$ cat src/design/vna_pkg.sv
// Shared types and constants for the vertex normal accumulator.
// No dependencies.
package vna_pkg;
  localparam int VertexCount = 4096;
  localparam int IndexBits = 12;
  localparam int PosBits = 16;
  localparam int SumBits = 40;
  localparam int FaceBits = 2 * PosBits + 3;
  localparam int NormBits = 16;

  typedef enum logic [1:0] {
    OP_LOAD = 2'd0,
    OP_TRI = 2'd1,
    OP_READ = 2'd2,
    OP_NONE = 2'd3
  } op_t;

  typedef struct packed {
    logic [1:0] operation;
    logic [IndexBits-1:0] vertex_index;
    logic signed [PosBits-1:0] pos_x;
    logic signed [PosBits-1:0] pos_y;
    logic signed [PosBits-1:0] pos_z;
    logic [IndexBits-1:0] corner_a;
    logic [IndexBits-1:0] corner_b;
    logic [IndexBits-1:0] corner_c;
  } item_t;

  typedef struct packed {
    logic signed [NormBits-1:0] normal_x;
    logic signed [NormBits-1:0] normal_y;
    logic signed [NormBits-1:0] normal_z;
    logic degenerate;
    logic overflowed;
  } result_t;

  typedef struct packed {
    logic signed [SumBits-1:0] x;
    logic signed [SumBits-1:0] y;
    logic signed [SumBits-1:0] z;
  } sum3_t;
endpackage

$ cat src/design/vna_norm.sv
// Multicycle normalizer: scale, sum of squares, square root, three divisions.
// Depends on vna_pkg.
module vna_norm import vna_pkg::*; (
  input logic clk,
  input logic rst,
  input logic start,
  input sum3_t sum,
  input logic mark,
  output logic done,
  output result_t res
);
  typedef enum logic [6:0] {
    N_IDLE = 7'b0000001, N_SCALE = 7'b0000010, N_SQ = 7'b0000100,
    N_SQRT = 7'b0001000, N_DIV = 7'b0010000, N_OUT = 7'b0100000,
    N_SHIFT = 7'b1000000
  } nstate_t;
  nstate_t state;
  logic [SumBits-1:0] mag [3];
  logic [2:0] neg;
  logic ovf;
  logic [5:0] blen;
  logic [5:0] blen_c;
  logic [30:0] u [3];
  logic [1:0] k;
  logic [63:0] q, rem, root;
  logic [5:0] step;
  logic [31:0] len;
  logic [45:0] dnum;
  logic [15:0] quo [3];
  logic [5:0] dstep;
  logic [46:0] drem;
  logic [SumBits-1:0] mmax;
  logic [63:0] trial;
  logic [62:0] sq;
  logic dbit;

  always_comb begin
    mmax = mag[0];
    if (mag[1] > mmax) mmax = mag[1];
    if (mag[2] > mmax) mmax = mag[2];
  end

  always_comb begin
    blen_c = 6'd0;
    for (int i = 0; i < SumBits; i++) begin
      if (mmax[i]) blen_c = 6'(i + 1);
    end
  end

  assign trial = (root << 2) | 64'd1;
  assign sq = 63'(u[k]) * 63'(u[k]);
  assign dbit = ({drem[45:0], dnum[45]} >= {15'd0, len});

  always_ff @(posedge clk) begin
    done <= 1'b0;
    if (rst) begin
      state <= N_IDLE;
    end else begin
      case (state)
        N_IDLE: begin
          if (start) begin
            mag[0] <= sum.x[SumBits-1] ? SumBits'(-sum.x) : sum.x;
            mag[1] <= sum.y[SumBits-1] ? SumBits'(-sum.y) : sum.y;
            mag[2] <= sum.z[SumBits-1] ? SumBits'(-sum.z) : sum.z;
            neg <= {sum.z[SumBits-1], sum.y[SumBits-1], sum.x[SumBits-1]};
            ovf <= mark;
            state <= N_SHIFT;
          end
        end
        N_SHIFT: begin
          blen <= blen_c;
          state <= N_SCALE;
        end
        N_SCALE: begin
          if (blen == 6'd0) begin
            res <= '{default: '0, degenerate: 1'b1, overflowed: ovf};
            done <= 1'b1;
            state <= N_IDLE;
          end else begin
            for (int i = 0; i < 3; i++) begin
              if (blen > 6'd31) u[i] <= 31'(mag[i] >> (blen - 6'd31));
              else u[i] <= 31'(mag[i] << (6'd31 - blen));
            end
            k <= 2'd0;
            q <= '0;
            state <= N_SQ;
          end
        end
        N_SQ: begin
          q <= q + 64'(sq);
          if (k == 2'd2) begin
            rem <= q + 64'(sq);
            root <= '0;
            step <= 6'd32;
            state <= N_SQRT;
          end
          k <= k + 2'd1;
        end
        N_SQRT: begin
          if ((rem >> (2 * (step - 6'd1))) >= trial) begin
            rem <= rem - (trial << (2 * (step - 6'd1)));
            root <= (root << 1) | 64'd1;
          end else begin
            root <= root << 1;
          end
          step <= step - 6'd1;
          if (step == 6'd1) begin
            k <= 2'd0;
            state <= N_DIV;
            dstep <= 6'd0;
          end
        end
        N_DIV: begin
          if (dstep == 6'd0) begin
            len <= root[31:0];
            dnum <= 46'({u[k], 14'd0}) + 46'(root[31:1]);
            drem <= '0;
            dstep <= 6'd46;
          end else begin
            if (dbit) begin
              drem <= {drem[45:0], dnum[45]} - {15'd0, len};
            end else begin
              drem <= {drem[45:0], dnum[45]};
            end
            dnum <= {dnum[44:0], dbit};
            dstep <= dstep - 6'd1;
            if (dstep == 6'd1) begin
              quo[k] <= {dnum[14:0], dbit};
              if (k == 2'd2) state <= N_OUT;
              k <= k + 2'd1;
            end
          end
        end
        N_OUT: begin
          res.normal_x <= neg[0] ? -$signed(quo[0]) : $signed(quo[0]);
          res.normal_y <= neg[1] ? -$signed(quo[1]) : $signed(quo[1]);
          res.normal_z <= neg[2] ? -$signed(quo[2]) : $signed(quo[2]);
          res.degenerate <= 1'b0;
          res.overflowed <= ovf;
          done <= 1'b1;
          state <= N_IDLE;
        end
        default: state <= N_IDLE;
      endcase
    end
  end
endmodule

$ cat config.mk
export PLATFORM = sky130hd
export DESIGN_NAME = vna_norm
export DESIGN_NICKNAME = d
export VERILOG_FILES = /design/src/design/vna_pkg.sv /design/src/design/vna_norm.sv
export SDC_FILE = /design/constraint.sdc
export NUM_CORES = 2
export LEC_CHECK = 0
export BUFFER_PORTS_ARGS = -buffer_cell sky130_fd_sc_hd__buf_2
export CAP_MARGIN = 20
export CELL_PAD_IN_SITES_DETAIL_PLACEMENT = 1
export CELL_PAD_IN_SITES_GLOBAL_PLACEMENT = 1
export CORE_MARGIN = 1.5
export CORE_UTILIZATION = 50
export CTS_BUF_LIST = sky130_fd_sc_hd__clkbuf_2 sky130_fd_sc_hd__clkbuf_4 sky130_fd_sc_hd__clkbuf_8
export DETAILED_ROUTE_END_ITERATION = 7
export PLACE_DENSITY = 0.91
export SYNTH_ARGS = -nofsm -noshare
export SYNTH_HDL_FRONTEND = slang
export SYNTH_SLANG_ARGS = --single-unit
export TNS_END_PERCENT = 5
$ cat constraint.sdc
create_clock -name clk -period 18.18 [get_ports clk]
set_input_delay 3.636 -clock clk [delete_from_list [all_inputs] [get_ports clk]]
set_output_delay 3.636 -clock clk [all_outputs]
set_load 0.01 [all_outputs]
[Word level (Yosys, flattened, before mapping)]
Memories as Yosys holds them, arrays and structs flattened. A register that Yosys moved wholly into a read port is not among the register bits.
Index checks and enable logic that the tools add are counted.
W data, S select, Z words.
Cells by class
  add/sub/neg operators: 16
  $mul: 1
  divide/modulo/power cells: 0
  order comparisons: 5
  eq/ne operators: 19
  shift-type cells: 8
  muxes and demuxes: 102
  bitwise gates (word level): 4
  reduce and logical (&&, ||, !) cells: 19
Operators by type and width (count)
  $pmux W64 S2: 2
  $mux W40: 5
  $mux W64: 3
  $mux W6: 30
  $pmux W62 S2: 1
  $neg A40 Y40: 3
  $shl A40 B6 Y31: 3
  $shr A40 B6 Y31: 3
  $pmux W50 S2: 1
  $mux W31: 3
  $mux W46: 2
  $gt A40 B40 Y1: 2
  $add A64 B62 Y64: 1
  $ge A64 B64 Y1: 1
  $shl A64 B32 Y64: 1
  $shr A64 B32 Y64: 1
  $sub A64 B64 Y64: 1
  $mul A31 B31 Y62: 1
  $mux W62: 1
  $mux W50: 1
  $mux W16: 3
  $neg A16 Y16: 3
  $ge A47 B32 Y1: 1
  $add A45 B31 Y46: 1
  other kinds (36): 100
Storage, ports and cells
  register bits: 396
  latch bits: 0
  memory bits (writable): 261
  bits in read-only memories: 0
  input port bits: 124
  output and inout port bits: 51
  logic and storage cells: 197
  memories kept: 3
Memory list
  mag: depth 3, bits a word 40, rd ports 3, clocked after memory_dff 0, wr ports 3, RTL line vna_norm.sv:18  | logic [SumBits-1:0] mag [3];
  u: depth 3, bits a word 31, rd ports 1, clocked after memory_dff 1, wr ports 3, RTL line vna_norm.sv:23  | logic [30:0] u [3];
  quo: depth 3, bits a word 16, rd ports 3, clocked after memory_dff 0, wr ports 1, RTL line vna_norm.sv:29  | logic [15:0] quo [3];

[Depth between registers and ports, before layout]
An unclocked memory read counts as a cell.
  word-level depth: 44
  mapped depth: 40
  gate-level depth less buffers: 34

[Worst setup path before layout]
No wires, ideal clock.
  path type: in2reg
  start: input port rst
  end: memory mag[0][0] (enable)
  setup time: 893 ps
  arrival time: 15218 ps
  required time: 17287 ps
  setup slack: 2069 ps
  stages: 2
  path buffers: 1
  cells stage by stage: clkbuf_1 > nor4_1
RTL lines
  start, declared: RTL line vna_norm.sv:5  | input logic rst,
  end, declared: RTL line vna_norm.sv:18

==> flow_metrics.tcl <==
set metrics [dict create \
    postCtsSetupBuffers 0 \
    placed_area_um2 85700 \
    place_hpwl_um 269000 \
    chipHeight_um 409 \
    ys.flop_type "edfxtp_1" \
    crit_top_cell "fa_1" \
    drt_wl_total_um 344000 \
    synth.area.top_cells "edfxtp_1 (24%), fa_1 (20%), ha_1 (7.9%), inv_1 (5.8%), nor2_1 (4.8%)" \
    cts_tree "done" \
    syn_inst 9313 \
    clock_power_share 0.188 \
    wl_met2_um 159000 \
    die_area_um2 167000 \
    num-nets-final 10732 \
    core_area_um2 163000 \
    seqPwrFrac 0.222 \
    numClockSinks 659 \
    final.period_utilization 0.629 \
    start_util 0.505 \
    routedWlPerCell_um 29.8 \
    finalSetupTns_ps 0 \
    antenna_left 0 \
    yosysUniqueCellTypes 92 \
    vias 75032 \
    fin_area_um2 88300 \
    clock-root-buffer "clkbuf_8" \
    cp_slowest_stage_delay_ps 1040 \
    fin_skew_ps 68.7 \
    irDropWorstVdd_mv 0.212 \
    swShare 0.480 \
    globalRouteOverflowTotal 0 \
    arrival_ps 12070 \
    wl_met1_um 126000 \
    yosysMostFrequentCell "inv_1" \
    clk_latency_ps 930 \
    syn_to_final_growth_pct 7.09 \
    final_cells 11546 \
    io_buffers 174 \
    drive_above_1_share 0.0806 \
    cts_htree_levels 3 \
    track_usage 0.406 \
    fmax_ghz 0.0874 \
    hold_viol_final 0 \
    status "complete, no violations" \
    ys_top_cells_by_count "inv_1 (1273), nor2_1 (1044), nand2_1 (1013)" \
    postSynth.asyncResetShare 0 \
    path_clk_slew_ps 70 \
    cts.repair.resized 0 \
    antenna_found_initial 14 \
    synth_top_area_share 0.236 \
    rows 148 \
    avgSynthCellArea_um2 8.85 \
    grt_pass1_vias 81112 \
    p_per_area_nw_per_um2 96.9 \
    period_minus_slack_ps 11440 \
    grt_max_degree 198 \
    startpoint_type "flip-flop" \
    critPathMaxFanout 31 \
    cap_viol_max_count 0 \
    pwr-share-comb 0.590 \
    worstMarginPinSlew_ps 1260 \
    first_iter_violations 8726 \
    hold_path_class "reg -> reg" \
    seq_area_frac_synth 0.239 \
    leakagePower_nw 39.5 \
    drc 0 \
    slew_violations 0 \
    ys_seq_elements 659 \
    firstDrtPassIters 6 \
    die_w_um 409 \
    synth_edf_count 649 \
    vias_per_cell 6.50 \
    post-place-cells 11321 \
    syn_area_um2 82400 \
    worst-setup-path-type "reg -> reg" \
    required_ps 18820 \
    crit_slowest_cell "dfxtp_2" \
    worstSetupEndpointType "flip-flop" \
    cts_hold_buf 0 \
    switching_power_mw 4.11 \
    cts_inserted_buffers 115 \
    ioPinCount 175 \
    yosysWarnings 0 \
    relSlewSlack 0.157 \
    dr_wl_met3_um 33600 \
    yosys.area.top_type "edfxtp_1" \
    gp_congestion 1.04 \
    setup_viol 0 \
    power.internal_mw 4.45 \
    hold_ws_ps 431 \
    rsz0062_at_grt "no" \
    synth_nets 10781 \
    cts_buffer_depth 3 \
    grt_pass1_wl_um 511000 \
    topRoutingLayerUsed "met5" \
]
## metal layers
layer  global-route usage  vias to the layer above
li1                     -                    31518
met1                0.491                    37674
met2                0.657                     4399
met3               0.0909                     1429
met4                0.252                       12
met5                    0                        -
## flip-flops by register name (all words and copies together), names as in the netlist, 46 cells and up, named ones only
| register | count |
|---|---|
| mag | 120 |
| u | 93 |
| q | 64 |
| rem | 64 |
| root | 62 |
| res | 50 |
| quo | 48 |
| dnum | 46 |
| drem | 46 |
## area by class of cell
cell class                 count  area (um2)
inverter                    1287        4830
clock buffer                 145        1810
fill                       18925       74900
antenna                        8        20.0
multi-input combinational   6871       56400
tap                         2175        2720
sequential                   659       19700
clock inverter                71         748
timing repair buffer         330        2090
## worst paths after layout
path / to / slack, ps / cells after the start / startpoint
worst min-delay path: res[0]$_DFFE_PP_ / 430 / 0 / ovf$_DFFE_PP_
worst max register to register: rem[61]$_DFFE_PP_ / 6740 / 31 / flip-flop
worst min register to register: res[0]$_DFFE_PP_ / 430 / 0 / ovf$_DFFE_PP_
worst max-delay path: rem[61]$_DFFE_PP_ / 6740 / 31 / flip-flop
## critical path, delay by kind of cell (launching register included)
kind,cells,cell delay (ps)
adders and majority gates,9,4550
xor gates and xnor gates,1,240
buffers and inverters,7,1640
AOI/OAI and AO/OA,9,2330
DFF,1,1040
muxes,2,380
and+or+nand+nor,3,900
## through the flow
step                       util  setup WS [ps]  power [mW]
after floorplan               -           2070        5.11
after global placement    0.525           7470        6.47
after detailed placement  0.525           7080        6.75
after CTS                 0.541           7040        8.39
after global routing      0.541           6290        8.97
final                     0.541           6740        8.56
## power groups by stage
stage | Sequential [mW] | Combinational, mW | Clock, mW
2_1_floorplan | 1.91 | 3.20 | 0
3_3_place_gp | 1.93 | 4.54 | 0
3_5_place_dp | 1.93 | 4.82 | 0
4_1_cts | 1.90 | 4.88 | 1.61
5_1_grt | 1.90 | 5.40 | 1.67
6_report | 1.90 | 5.05 | 1.61
## cells in the final DEF (no fill, tap or decap), drive strengths merged, types with 45 or more instances in the layout
master  synthesis  layout
o22ai          78      78
ha            520     520
a21o          133     133
nand2        1013    1013
nand2b         82      82
nor2b          45      45
nor2         1044    1044
fa            824     824
buf           119     330
and2           79      79
inv          1277    1280
o31ai          79      79
nand4          64      64
a22oi          49      49
nor3          135     135
clkinv         10      61
mux4           94      94
a211oi         64      64
o21a           60      60
o21ai         612     612
xnor2         250     250
or3            47      47
edfxtp        649     649
xor2          108     108
nand3         113     113
a21oi         471     471
o211ai        107     107
a31oi          51      51
clkbuf        377     145
mux2i         320     320
## cell families (layout without fill, tap and decap cells)
| logic type | count (synthesis) | in the layout | share of synthesized area |
|---|---|---|---|
| multiplexers | 451 | 451 | 0.0696 |
| adder cells (fa/ha/maj) | 1344 | 1344 | 0.279 |
| XOR/XNOR | 358 | 358 | 0.0380 |
| AO/OA/AOI/OAI | 1941 | 1941 | 0.146 |
| buffers and inverters | 1783 | 1833 | 0.0818 |
| other | 0 | 8 | 0 |
| flip-flops | 659 | 659 | 0.239 |
| AND/OR/NAND/NOR | 2777 | 2777 | 0.146 |
Note: power is estimated with default switching activity, not from simulation.
